### src/design/tpc_pkg.sv
// Shared types, widths and register codes for the triangle plane clipper.
package tpc_pkg;

	localparam int COORD_W       = 24;
	localparam int NRM_W         = 18;
	localparam int OFS_W         = 24;
	localparam int TAG_W         = 16;
	localparam int CFG_W         = 24;
	localparam int CFG_IDX_W     = 2;
	localparam int FRAC_BITS_DEF = 16;

	// divider lane stages: multiply stage, one stage per quotient bit, final add
	localparam int CUT_LAT = COORD_W + 2;

	localparam logic [CFG_IDX_W-1:0] REG_NORMAL_X     = 2'd0;
	localparam logic [CFG_IDX_W-1:0] REG_NORMAL_Y     = 2'd1;
	localparam logic [CFG_IDX_W-1:0] REG_NORMAL_Z     = 2'd2;
	localparam logic [CFG_IDX_W-1:0] REG_PLANE_OFFSET = 2'd3;

	localparam logic signed [NRM_W-1:0] NORMAL_X_RST     = '0;
	localparam logic signed [NRM_W-1:0] NORMAL_Y_RST     = '0;
	localparam logic signed [NRM_W-1:0] NORMAL_Z_RST     = 18'sd65536;
	localparam logic signed [OFS_W-1:0] PLANE_OFFSET_RST = '0;

	typedef logic signed [COORD_W-1:0] coord_t;

	typedef struct packed {
		coord_t x;
		coord_t y;
		coord_t z;
	} vtx_t;

	typedef struct packed {
		coord_t a_x;
		coord_t a_y;
		coord_t a_z;
		coord_t b_x;
		coord_t b_y;
		coord_t b_z;
		coord_t c_x;
		coord_t c_y;
		coord_t c_z;
		logic [TAG_W-1:0] tri_tag;
	} tri_in_t;

	typedef struct packed {
		coord_t out_a_x;
		coord_t out_a_y;
		coord_t out_a_z;
		coord_t out_b_x;
		coord_t out_b_y;
		coord_t out_b_z;
		coord_t out_c_x;
		coord_t out_c_y;
		coord_t out_c_z;
		logic [TAG_W-1:0] out_tag;
		logic last_of_run;
	} tri_out_t;

	typedef enum logic [1:0] {
		CLIP_DROP,
		CLIP_PASS,
		CLIP_ONE,
		CLIP_TWO
	} clip_mode_t;

	// what travels beside the divider lanes
	typedef struct packed {
		clip_mode_t mode;
		vtx_t apex;
		vtx_t second;
		logic [TAG_W-1:0] tag;
	} tri_side_t;

	// signed distance width: floored dot product or offset, plus one for the add
	function automatic int dist_width(input int frac);
		int sh;
		sh = NRM_W + COORD_W + 2 - frac;
		return ((sh > OFS_W) ? sh : OFS_W) + 1;
	endfunction

endpackage

### src/design/tpc_merge.sv
// Merge stage: builds output triangles from apex, side vertex and the two crossings.
module tpc_merge (
	input  logic               clk,
	input  logic               arst_n,
	input  logic               in_valid,
	input  tpc_pkg::tri_side_t side,
	input  tpc_pkg::vtx_t      p3,
	input  tpc_pkg::vtx_t      p4,
	output logic               done,
	output tpc_pkg::tri_out_t  result
);
	import tpc_pkg::*;

	logic     done_q, pend_q;
	tri_out_t res_q, hold_q, first;

	function automatic tri_out_t mk_tri(input vtx_t a, input vtx_t b, input vtx_t c,
	                                    input logic [TAG_W-1:0] tag, input logic last);
		tri_out_t t;
		t.out_a_x = a.x; t.out_a_y = a.y; t.out_a_z = a.z;
		t.out_b_x = b.x; t.out_b_y = b.y; t.out_b_z = b.z;
		t.out_c_x = c.x; t.out_c_y = c.y; t.out_c_z = c.z;
		t.out_tag = tag;
		t.last_of_run = last;
		return t;
	endfunction

	always_comb begin
		unique case (side.mode)
			CLIP_PASS: first = mk_tri(side.apex, side.second, p3, side.tag, 1'b1);
			CLIP_TWO:  first = mk_tri(side.apex, side.second, p3, side.tag, 1'b0);
			CLIP_ONE:  first = mk_tri(side.apex, p3, p4, side.tag, 1'b1);
			default:   first = mk_tri(side.apex, p3, p4, side.tag, 1'b1);
		endcase
	end

	always_ff @(posedge clk or negedge arst_n) begin
		if (!arst_n) begin
			done_q <= 1'b0;
			pend_q <= 1'b0;
		end else begin
			done_q <= (in_valid && side.mode != CLIP_DROP) || pend_q;
			pend_q <= in_valid && side.mode == CLIP_TWO;
		end
	end

	// quad: second triangle follows in the next cycle
	always_ff @(posedge clk) begin
		if (in_valid) begin
			res_q  <= first;
			hold_q <= mk_tri(side.apex, p3, p4, side.tag, 1'b1);
		end else begin
			res_q <= hold_q;
		end
	end

	assign done   = done_q;
	assign result = res_q;

	a_no_overlap: assert property (@(posedge clk) disable iff (!arst_n)
		pend_q |-> !in_valid)
		else $error("item arrived while second triangle pending");

	a_pend_emits_last: assert property (@(posedge clk) disable iff (!arst_n)
		pend_q |=> (done && result.last_of_run))
		else $error("pending triangle not emitted as last");

	a_not_last_continues: assert property (@(posedge clk) disable iff (!arst_n)
		(done && !result.last_of_run) |=> done)
		else $error("run ended without last triangle");

endmodule

### config.mk
export PLATFORM = sky130hd
export DESIGN_NAME = tpc_merge
export DESIGN_NICKNAME = d
export VERILOG_FILES = /design/src/design/tpc_pkg.sv /design/src/design/tpc_merge.sv
export SDC_FILE = /design/constraint.sdc
export NUM_CORES = 1
export LEC_CHECK = 0
export BUFFER_PORTS_ARGS = -buffer_cell sky130_fd_sc_hd__buf_2
export CAP_MARGIN = 5
export CORE_ASPECT_RATIO = 0.5
export CORE_MARGIN = 2
export CORE_UTILIZATION = 40
export CTS_BUF_LIST = sky130_fd_sc_hd__clkbuf_4
export CTS_CLUSTER_DIAMETER = 120
export DETAILED_ROUTE_END_ITERATION = 7
export PLACE_DENSITY_LB_ADDON = 0.25
export REMOVE_ABC_BUFFERS = 1
export SLEW_MARGIN = 5
export SYNTH_ARGS = -nofsm -noshare
export SYNTH_HDL_FRONTEND = slang
export SYNTH_SLANG_ARGS = --single-unit
### constraint.sdc
create_clock -name clk -period 1.2 [get_ports clk]
set_clock_uncertainty 0.15 [all_clocks]
set_input_delay 0.12 -clock clk [delete_from_list [all_inputs] [get_ports clk]]
set_output_delay 0.12 -clock clk [all_outputs]
set_load 0.01 [all_outputs]
==> results of run 1 <==
per-stage QoR:
step	instances	setup slack [ns]
floorplan	991	0.339
global placement	2159	-0.0741
detailed placement	2159	-0.101
cell families after synthesis:
kind of cell	Yosys count	share of synthesized area
AND/OR/NAND/NOR	146	0.0335
buffers and inverters	59	0.0357
multiplexers	232	0.152
AO/OA/AOI/OAI	145	0.0700
flip-flops	467	0.709
==> impl_metrics.ini, run 1 <==
[clock_tree]
cts_setup_buffers = 0
post_cts_resized = 297
htreeDepth = 3
cts_hold_buf = 471
cts_sinks = 467
max-clock-path-buffers = 3
cts-root-buf = clkbuf_4
numCtsBuffers = 103

[logic_synthesis]
syn_inst = 1049
synth-seq-cells = 467
seq_area_frac_synth = 0.709
async_reset_ff_frac = 0.00428
netlist_top_cells_count = dfxtp_1, edfxtp_1, mux2i_1, nor2_1, a21oi_2
post-synth-top-area-cell = edfxtp_1
ys_top_cells_by_area = edfxtp_1, dfxtp_1, mux2i_1
synth-edff-count = 232
ys_warn_count = 0
ys.flop_type = dfxtp_1
synth_top_cell_area_share = 0.423
syn_area_per_cell_um2 = 15.7
synth.distinct_cells = 17
synth_most_common_cell = dfxtp_1
synth_area_um2 = 16500

[die]
die_x_um = 291
ios = 543
initial_core_util = 0.406
die_h_um = 147
num_rows = 52

[placed_design]
placed_area_um2 = 20200
finalWeightedCongestion = 0.867
port_buffers = 542
dp_hpwl_mm = 32.2

[status]
error_line = [ERROR RSZ-0060] Max buffer count reached.
haltStage = clock tree synthesis (4_1_cts)
status = aborted with a tool error
==> inputs of run 2 (changes only) <==
CORE_ASPECT_RATIO = unset   (was 0.5)
CORE_UTILIZATION = 25   (was 40)
CTS_BUF_LIST = unset   (was sky130_fd_sc_hd__clkbuf_4)
CTS_CLUSTER_DIAMETER = unset   (was 120)
PLACE_DENSITY_LB_ADDON = 0.15   (was 0.25)
==> run 2 against run 1 <==
The flow now finishes, with violations (hold timing, setup timing); synthesized cell count is the same; synthesized area is the same.
==> impl_metrics.ini, run 2 <==
[status]
status = finished with violations
violations = hold timing, setup timing

[route]
drc = 0
drtPass1Iterations = 4
vias = 12000
wl_per_cell_um = 16.2
viasPerCell = 4.04
ant_nets = 0
finalWirelength_mm = 48.1
drtIter0Drc = 402

[finish]
finalNonFillerCells = 2968
final_cell_area_um2 = 27500
final_common_cell = buf_2
drive_above_1_share = 0.518
largest_reg_flops = 233
syn_to_final_growth_pct = 66.8
fill_cells = 6145
layout_common_cells = buf_2, dlygate4sd3_1, edfxtp_1
nNetsFinal = 2368

[timing]
hold_violations = 35
setup_violations = 257
rsz0062_at_grt = true
layout_setup_ws_ns = -0.195
whs_ns = -0.0520
slew_viol_final = 0
period_share = 1.16
min_period_ns = 1.39
max_clock_freq_mhz = 717
tightest_slew_ns = 0.572
slew_headroom = 0.619

[power_and_ir_drop]
pwr-share-comb = 0.142
p_switching_w = 0.00938
finalPower_w = 0.0404
p_seq_frac = 0.466
p_leak_nw = 11.6
pwr_density_cell_nw_per_um2 = 1470
irDropWorstVdd_mv = 0.864
clockPowerShare = 0.391
p_sw_frac = 0.232
intPower_w = 0.0310

[logic_synthesis]
synth-edff-count = 232
ys_top_cells_by_area = edfxtp_1, dfxtp_1, mux2i_1
synth_top_cell_area_share = 0.423
synth.distinct_cells = 17
ys_warn_count = 0
netlist_top_cells_count = dfxtp_1, edfxtp_1, mux2i_1, nor2_1, a21oi_2
ys.flop_type = dfxtp_1
post-synth-top-area-cell = edfxtp_1
synth_area_um2 = 16500
async_reset_ff_frac = 0.00428
synth-seq-cells = 467
synth_most_common_cell = dfxtp_1
seq_area_frac_synth = 0.709
syn_area_per_cell_um2 = 15.7
syn_inst = 1049

[global_routing]
grt_pass1_vias = 12700
gr-total-overflow = 0
grt_pass1_wl_mm = 70.9
grt_usage = 0.134
grt_max_degree = 39
antenna_found_initial = 2

[worst_setup_path]
ff2ff_path_depth = 1
cp_slowest_cell = dlygate4sd3_1
rr_startpoint = hold_q[8]
critPathArrivalTime_ns = 1.72
path_class = input pin to flip-flop
max_stage_delay_ns = 0.79
r2r_end = result[8]
cp_max_fo = 11
path_cells = buf_8, buf_12, buf_12, dlygate4sd3_1, mux2_2
crit_top_cell = buf_12
path_buf_inv = 4
crit_end = result[178]
crit_path_start_kind = input pin
crit_start = in_valid
required_ns = 1.52
crit_cells = 5
end_kind = flip-flop
ff2ff_setup_slack_ns = 0.29
cp_top_family = buffers and inverters

[placed_design]
dp_hpwl_mm = 32.5
pre_cts_ws_ns = -0.0780
port_buffers = 542
placed_area_um2 = 20700
dpl.cell_count = 2495
finalWeightedCongestion = 0.752

[clock_tree]
cts_setup_buffers = 0
cts_sinks = 467
clk_latency_ns = 0.58
cts-root-buf = clkbuf_16
numCtsBuffers = 53
cts_tree = built
htreeDepth = 2
cts.clk_slew.worst_paths_ns = 0.06
max-clock-path-buffers = 3

[hold_path]
hp-class = input pin to flip-flop

[die]
num_rows = 94
ios = 543
die_area_um2 = 68000
die_x_um = 261
core_area_um2 = 65500
die_h_um = 261
initial_core_util = 0.251

[run]
maxCapViolCount = 0
-- run 2: cell counts after synthesis --
No cell type changed its count.
-- run 2: power groups by stage --
stage	sequential, W	clock, W	combinational (W)
finish	0.0188	0.0158	0.00576
global route	0.0190	0.0170	0.00620
CTS	0.0188	0.0164	0.00564
detailed placement	0.0189	0	0.00416
global placement	0.0189	0	0.00413
floorplan	0.0193	0	0.00113
-- run 2: cell type report --
class	instances	area (um2)	area share
clock buffers	86	1600	0.0583
repair buffers	1013	8580	0.312
diodes	1	2.50	0.0000911
clock inverters	13	106	0.00387
flip-flops and latches	467	11900	0.433
inverters	1	3.75	0.000137
multi-input cells	523	4200	0.153
well taps	864	1080	0.0393
-- run 2: kinds of logic after synthesis --
| family | Yosys count | synth area share |
|---|---|---|
| flops | 467 | 0.709 |
| mux | 232 | 0.152 |
| simple gates | 146 | 0.0335 |
| compound gates | 145 | 0.0700 |
| buf+inv | 59 | 0.0357 |
-- run 2: per-stage QoR --
stage	utilization	setup TNS (ns)
5_1_grt	0.419	-33.93
3_3_place_gp	0.316	-5.47
2_1_floorplan	-	0
3_5_place_dp	0.316	-7.53
4_1_cts	0.413	-39.28
6_report	0.419	-19.38
-- run 2: worst min-delay path by stage --
stage	from	slack, ns	depth (start not counted)	to
floorplan	arst_n	-0.33	0	done
global placement	arst_n	-0.24	1	done
detailed placement	arst_n	-0.23	1	done
CTS	in_valid	-0.16	3	result[4]
global route	in_valid	-0.05	3	result[62]
finish	in_valid	-0.05	3	result[140]
-- run 2: layer usage --
metal | part of all wire | vias up | GRT usage | wire length [um]
met1 | 0.40 | 5729 | 0.156 | 19400
met5 | 0.00027 | - | 0 | 13
met2 | 0.50 | 363 | 0.234 | 24200
met3 | 0.067 | 84 | 0.0377 | 3220
met4 | 0.027 | 2 | 0.0476 | 1310
li1 | - | 5818 | - | -
-- run 2: timing repair --
action,CTS,global route
hold buffers,367,17
setup endpoints to repair,234,329
resized for setup,290,100
endpoints found under the hold margin,573,53
No activity file was read; power rests on OpenSTA's default activity.
