## config.mk

```make
export PLATFORM = sky130hd
export DESIGN_NAME = tpc_dist_lane
export DESIGN_NICKNAME = d
export VERILOG_FILES = /design/src/design/tpc_pkg.sv /design/src/design/tpc_dist_lane.sv
export SDC_FILE = /design/constraint.sdc
export NUM_CORES = 2
export LEC_CHECK = 0
export BUFFER_PORTS_ARGS = -buffer_cell sky130_fd_sc_hd__buf_2
export CORE_ASPECT_RATIO = 1.75
export CORE_MARGIN = 4
export CORE_UTILIZATION = 39
export DETAILED_ROUTE_END_ITERATION = 8
export SETUP_SLACK_MARGIN = 0.02
export SLEW_MARGIN = 40
export SYNTH_ARGS = -nofsm -noshare
export SYNTH_HDL_FRONTEND = slang
export SYNTH_SLANG_ARGS = --single-unit
```

## constraint.sdc

```tcl
create_clock -name clk -period 7.2 [get_ports clk]
set_clock_uncertainty 0.1 [all_clocks]
set_input_delay 0.36 -clock clk [delete_from_list [all_inputs] [get_ports clk]]
set_output_delay 0.36 -clock clk [all_outputs]
set_load 0.005 [all_outputs]
```

## src/design/tpc_pkg.sv

```systemverilog
// Shared types, widths and register codes for the triangle plane clipper.
package tpc_pkg;

	localparam int COORD_W       = 24;
	localparam int NRM_W         = 18;
	localparam int OFS_W         = 24;
	localparam int TAG_W         = 16;
	localparam int CFG_W         = 24;
	localparam int CFG_IDX_W     = 2;
	localparam int FRAC_BITS_DEF = 16;

	// divider lane stages: multiply stage, one stage per quotient bit, final add
	localparam int CUT_LAT = COORD_W + 2;

	localparam logic [CFG_IDX_W-1:0] REG_NORMAL_X     = 2'd0;
	localparam logic [CFG_IDX_W-1:0] REG_NORMAL_Y     = 2'd1;
	localparam logic [CFG_IDX_W-1:0] REG_NORMAL_Z     = 2'd2;
	localparam logic [CFG_IDX_W-1:0] REG_PLANE_OFFSET = 2'd3;

	localparam logic signed [NRM_W-1:0] NORMAL_X_RST     = '0;
	localparam logic signed [NRM_W-1:0] NORMAL_Y_RST     = '0;
	localparam logic signed [NRM_W-1:0] NORMAL_Z_RST     = 18'sd65536;
	localparam logic signed [OFS_W-1:0] PLANE_OFFSET_RST = '0;

	typedef logic signed [COORD_W-1:0] coord_t;

	typedef struct packed {
		coord_t x;
		coord_t y;
		coord_t z;
	} vtx_t;

	typedef struct packed {
		coord_t a_x;
		coord_t a_y;
		coord_t a_z;
		coord_t b_x;
		coord_t b_y;
		coord_t b_z;
		coord_t c_x;
		coord_t c_y;
		coord_t c_z;
		logic [TAG_W-1:0] tri_tag;
	} tri_in_t;

	typedef struct packed {
		coord_t out_a_x;
		coord_t out_a_y;
		coord_t out_a_z;
		coord_t out_b_x;
		coord_t out_b_y;
		coord_t out_b_z;
		coord_t out_c_x;
		coord_t out_c_y;
		coord_t out_c_z;
		logic [TAG_W-1:0] out_tag;
		logic last_of_run;
	} tri_out_t;

	typedef enum logic [1:0] {
		CLIP_DROP,
		CLIP_PASS,
		CLIP_ONE,
		CLIP_TWO
	} clip_mode_t;

	// what travels beside the divider lanes
	typedef struct packed {
		clip_mode_t mode;
		vtx_t apex;
		vtx_t second;
		logic [TAG_W-1:0] tag;
	} tri_side_t;

	// signed distance width: floored dot product or offset, plus one for the add
	function automatic int dist_width(input int frac);
		int sh;
		sh = NRM_W + COORD_W + 2 - frac;
		return ((sh > OFS_W) ? sh : OFS_W) + 1;
	endfunction

endpackage

```

## src/design/tpc_dist_lane.sv

```systemverilog
// One distance lane: signed distance of a vertex to the plane, two stages.
module tpc_dist_lane #(
	parameter int FRAC_BITS = tpc_pkg::FRAC_BITS_DEF
) (
	input  logic                                           clk,
	input  tpc_pkg::vtx_t                                  vtx,
	input  logic signed [tpc_pkg::NRM_W-1:0]               nx,
	input  logic signed [tpc_pkg::NRM_W-1:0]               ny,
	input  logic signed [tpc_pkg::NRM_W-1:0]               nz,
	input  logic signed [tpc_pkg::OFS_W-1:0]               ofs,
	output logic signed [tpc_pkg::dist_width(FRAC_BITS)-1:0] d_out
);
	import tpc_pkg::*;

	localparam int PROD_W = NRM_W + COORD_W;
	localparam int DOT_W  = PROD_W + 2;
	localparam int D_W    = dist_width(FRAC_BITS);

	logic signed [PROD_W-1:0] px_s1, py_s1, pz_s1;
	logic signed [DOT_W-1:0]  dot, dot_fl;
	logic signed [D_W-1:0]    d_s2;

	always_ff @(posedge clk) begin
		px_s1 <= nx * vtx.x;
		py_s1 <= ny * vtx.y;
		pz_s1 <= nz * vtx.z;
	end

	always_comb begin
		dot    = DOT_W'(px_s1) + DOT_W'(py_s1) + DOT_W'(pz_s1);
		dot_fl = dot >>> FRAC_BITS;   // arithmetic shift floors
	end

	always_ff @(posedge clk) begin
		d_s2 <= D_W'(dot_fl) + D_W'(ofs);
	end

	assign d_out = d_s2;

endmodule

```

==> out/metrics.yaml <==
outcome:
  status: "complete, no violations"
floorplanning:
  placement_rows: 177
  top_level_ports: 180
  die_area_um2: 140000
  die_width_um: 285
  die_h_um: 493
  placeableCoreArea_um2: 133000
  initial_utilization_pct: 39.3
finish:
  mostFrequentLayoutCell: "sky130_fd_sc_hd__inv_1"
  multi_input_comb_area_um2: 42800
  nets: 7655
  filler_cell_count: 13198
  layout.cells.most_common_list: "1,493 x sky130_fd_sc_hd__inv_1, 1,317 x sky130_fd_sc_hd__fa_1, 840 x sky130_fd_sc_hd__nand2_1"
  seq_area_um2: 3100
  syn2layout_area_growth_pct: 6.82
  layout.cells.non_filler: 7608
  drive_above_1_share_pct: 5.37
critical_path:
  reg2reg_depth: 22
  crit_type: "primary input to flip-flop"
  critical_path.n_buffers_inverters: 5
  critical_path_depth: 23
  crit_path_max_incr_delay_ns: 0.72
  cp_slowest_cell: "sky130_fd_sc_hd__o41ai_1"
  setup.reg_to_reg.worst_slack_ns: 0.88
  critical_path.max_fanout: 14
  crit_path_start_kind: "primary input"
  crit_arrival_ns: 6.98
  path_cells: "buf_2, buf_4, nand2_1, fa_1, fa_1, fa_1, inv_1, fa_1, fa_1, inv_1, fa_1, inv_1, ha_1, o21a_1, o21ai_0, a21oi_1, nand4_1, o21bai_1, a21oi_1, o41ai_4, o41ai_1, o21ai_0, xnor2_1"
  worst-endpoint-required_ns: 7.45
  worst_path_most_repeated_cell: "sky130_fd_sc_hd__fa_1"
  cp_top_family: "adder cells"
  critPathCaptureType: "flip-flop"
placed_design:
  gp_congestion: 0.911
  detailed_place_hpwl_um: 126000
  place_inst: 7572
  buffer_ports.inserted: 179
clock_network:
  post_cts.resized_instances: 0
  tritoncts: "yes"
  clock_tree.htree_level_count: 4
  numClockSinks: 155
  tritoncts.num_buffers: 17
  cts_buffer_depth: 2
  post_cts_hold_buffer_count: 1
  cts.clk_slew.worst_paths_ns: 0.07
  post_cts_setup_buffer_count: 0
  cts.root.buffer_cell: "sky130_fd_sc_hd__clkbuf_16"
  worstSkewPairLatency_ns: 0.46
logic_synthesis:
  ys_seq_elements: 155
  syn_inst: 5741
  synth.lib_cells_used.distinct: 72
  ys_dominant_reg_cell: "sky130_fd_sc_hd__dfxtp_1"
  synth.avg_cell_area_um2: 9.12
  async_flop_share_pct: 0
  synth_edf_count: 0
  syn_area_um2: 52400
  synth_seq_area_share_pct: 5.93
  yosys_warnings: 0
  syn_nets: 7594
sta:
  worst_slew_margin_rel_pct: 49.7
  rsz0062_at_grt: "no"
  report.final.hold_viol_count: 0
  min_period_over_period_pct: 93.5
  report.final.setup_viol: 0
  max_slew.worst_pin.slew_ns: 0.745
  maxSlewViolCount: 0
  timing.final.crit_period_ns: 6.73
  fin_setup_tns_ns: 0
  max_freq_mhz: 149
detailed_routing:
  drt-pass1-iter-count: 5
  finalWirelength_um: 146000
  drt.antenna.violating_nets: 0
  routed-via-count: 38066
  drt_iter0_drc: 1788
  vias_per_cell: 5.00
  drc: 0
  avgRoutedWirePerCell_um: 19.1
grt:
  first_global_vias: 43263
  largest_net_degree_at_the_start_of_global_routing: 25
  number_of_antenna_violations_at_the_first_check_in_global_routing: 8
  gr-total-overflow: 0
  grtUsageTotal_pct: 21.5
  grt_pass1_wl_um: 233000
worst_hold_path:
  holdCritPathClass: "primary input to flip-flop"
  worstHoldPathCells: 2
run:
  cap_violations: 0
-- path summary, 6_finish.rpt --
| path | from | to |
|---|---|---|
| max reg2reg | pz_s1[4] | d_out[27] |
| max | nx[4] | px_s1[41] |
| min | ofs[1] | d_out[1] |
| min reg2reg | pz_s1[16] | d_out[0] |
-- cell families (layout without fill, tap and decap cells) --
family	count (synthesis)	after routing	share of synthesized area (%)
other	0	4	0
DFF	155	155	5.93
and+or+nand+nor	1587	1587	14.2
AOI/OAI and AO/OA	409	409	5.20
adders and majority gates	1702	1702	59.6
xor gates and xnor gates	165	165	2.76
muxes	2	2	0.0382
buffers and inverters	1721	1794	12.3
-- worst register-to-register path: stages, from the launching register on --
cell	delay, ns
sky130_fd_sc_hd__dfxtp_1	0.40
sky130_fd_sc_hd__fa_1	0.46
sky130_fd_sc_hd__ha_1	0.32
sky130_fd_sc_hd__and4_1	0.18
sky130_fd_sc_hd__a21oi_1	0.08
sky130_fd_sc_hd__a31oi_1	0.30
sky130_fd_sc_hd__nand4_1	0.24
sky130_fd_sc_hd__a31oi_1	0.43
sky130_fd_sc_hd__o21ai_1	0.14
sky130_fd_sc_hd__a21oi_1	0.32
sky130_fd_sc_hd__nor2_1	0.13
sky130_fd_sc_hd__o21ai_0	0.23
sky130_fd_sc_hd__xor2_1	0.17
sky130_fd_sc_hd__ha_1	0.29
sky130_fd_sc_hd__and3_1	0.22
sky130_fd_sc_hd__a221o_1	0.35
sky130_fd_sc_hd__a21oi_1	0.59
sky130_fd_sc_hd__nor2_1	0.11
sky130_fd_sc_hd__a221oi_1	0.33
sky130_fd_sc_hd__a21oi_1	0.25
sky130_fd_sc_hd__a211o_1	0.32
sky130_fd_sc_hd__a21oi_1	0.17
sky130_fd_sc_hd__xnor2_1	0.15
-- per-stage QoR --
| stage | cell area [um2] | worst slack (ns) | hold slack (ns) | utilization (%) |
|---|---|---|---|---|
| after global placement | 55300 | 0.119 | 0.490 | 41.6 |
| after floorplan | 52400 | 0.563 | 0.382 | - |
| final | 55900 | 0.471 | 0.111 | 42.0 |
| after CTS | 55900 | 0.540 | 0.0838 | 42.0 |
| after detailed placement | 55300 | 0.0463 | 0.495 | 41.6 |
| after global routing | 55900 | 0.114 | 0.112 | 42.0 |
-- Yosys cell counts (3+ instances only) --
| library cell | instances | area, um2 |
|---|---|---|
| sky130_fd_sc_hd__fa_1 | 1317 | 26400 |
| sky130_fd_sc_hd__inv_1 | 1493 | 5600 |
| sky130_fd_sc_hd__o21a_1 | 26 | 195 |
| sky130_fd_sc_hd__a311oi_1 | 3 | 26.3 |
| sky130_fd_sc_hd__a31oi_1 | 8 | 50.1 |
| sky130_fd_sc_hd__o41ai_1 | 4 | 35.0 |
| sky130_fd_sc_hd__a211oi_1 | 14 | 105 |
| sky130_fd_sc_hd__a31o_2 | 3 | 26.3 |
| sky130_fd_sc_hd__a221o_1 | 3 | 30.0 |
| sky130_fd_sc_hd__clkbuf_1 | 222 | 833 |
| sky130_fd_sc_hd__xnor2_1 | 133 | 1160 |
| sky130_fd_sc_hd__nor2_1 | 141 | 529 |
| sky130_fd_sc_hd__nand4_1 | 12 | 75.1 |
| sky130_fd_sc_hd__a221oi_1 | 5 | 43.8 |
| sky130_fd_sc_hd__o211ai_1 | 7 | 52.6 |
| sky130_fd_sc_hd__or2_2 | 3 | 18.8 |
| sky130_fd_sc_hd__clkinv_1 | 3 | 11.3 |
| sky130_fd_sc_hd__nand3_1 | 31 | 155 |
| sky130_fd_sc_hd__a21boi_0 | 5 | 37.5 |
| sky130_fd_sc_hd__o22ai_1 | 4 | 25.0 |
| sky130_fd_sc_hd__and3_1 | 19 | 119 |
| sky130_fd_sc_hd__a21o_1 | 58 | 435 |
| sky130_fd_sc_hd__xor2_1 | 32 | 280 |
| sky130_fd_sc_hd__nand2_1 | 840 | 3150 |
| sky130_fd_sc_hd__and2_1 | 445 | 2780 |
| sky130_fd_sc_hd__o31ai_1 | 6 | 45.0 |
| sky130_fd_sc_hd__nor3_1 | 25 | 125 |
| sky130_fd_sc_hd__a211o_1 | 6 | 52.6 |
| sky130_fd_sc_hd__nor2b_1 | 19 | 119 |
| sky130_fd_sc_hd__dfxtp_1 | 155 | 3100 |
| sky130_fd_sc_hd__a21oi_1 | 131 | 656 |
| sky130_fd_sc_hd__o21ai_0 | 67 | 335 |
| sky130_fd_sc_hd__o2111ai_1 | 4 | 35.0 |
| sky130_fd_sc_hd__ha_1 | 385 | 4820 |
| sky130_fd_sc_hd__o21bai_1 | 23 | 173 |
| sky130_fd_sc_hd__or3_1 | 4 | 25.0 |
| sky130_fd_sc_hd__a2111o_1 | 3 | 33.8 |
| sky130_fd_sc_hd__nand2b_1 | 35 | 219 |
-- state kept, by name, indices dropped and copies added (netlist names) --
name   count
pz_s1     42
py_s1     42
d_out     29
px_s1     42
-- layout make-up --
class                           count  area share [%]
Sequential cell                   155            5.55
Timing Repair Buffer              267            2.79
Clock inverter                     13           0.309
Inverter                         1496            10.0
Tap cell                         1790            4.00
Clock buffer                       18           0.785
Multi-Input combinational cell   3865            76.5
Antenna cell                        4          0.0179
-- metal layers --
layer / up-vias / GRT usage (%) / routed length (um)
li1: 16746 / - / -
met1: 19841 / 22.3 / 48600
met2: 1036 / 41.5 / 81300
met3: 435 / 2.16 / 5110
met4: 8 / 12.7 / 10600
met5: - / 0 / 49
Power is not shown: default switching activity piles up to over one toggle a cycle in this logic, so the estimate is an artifact.
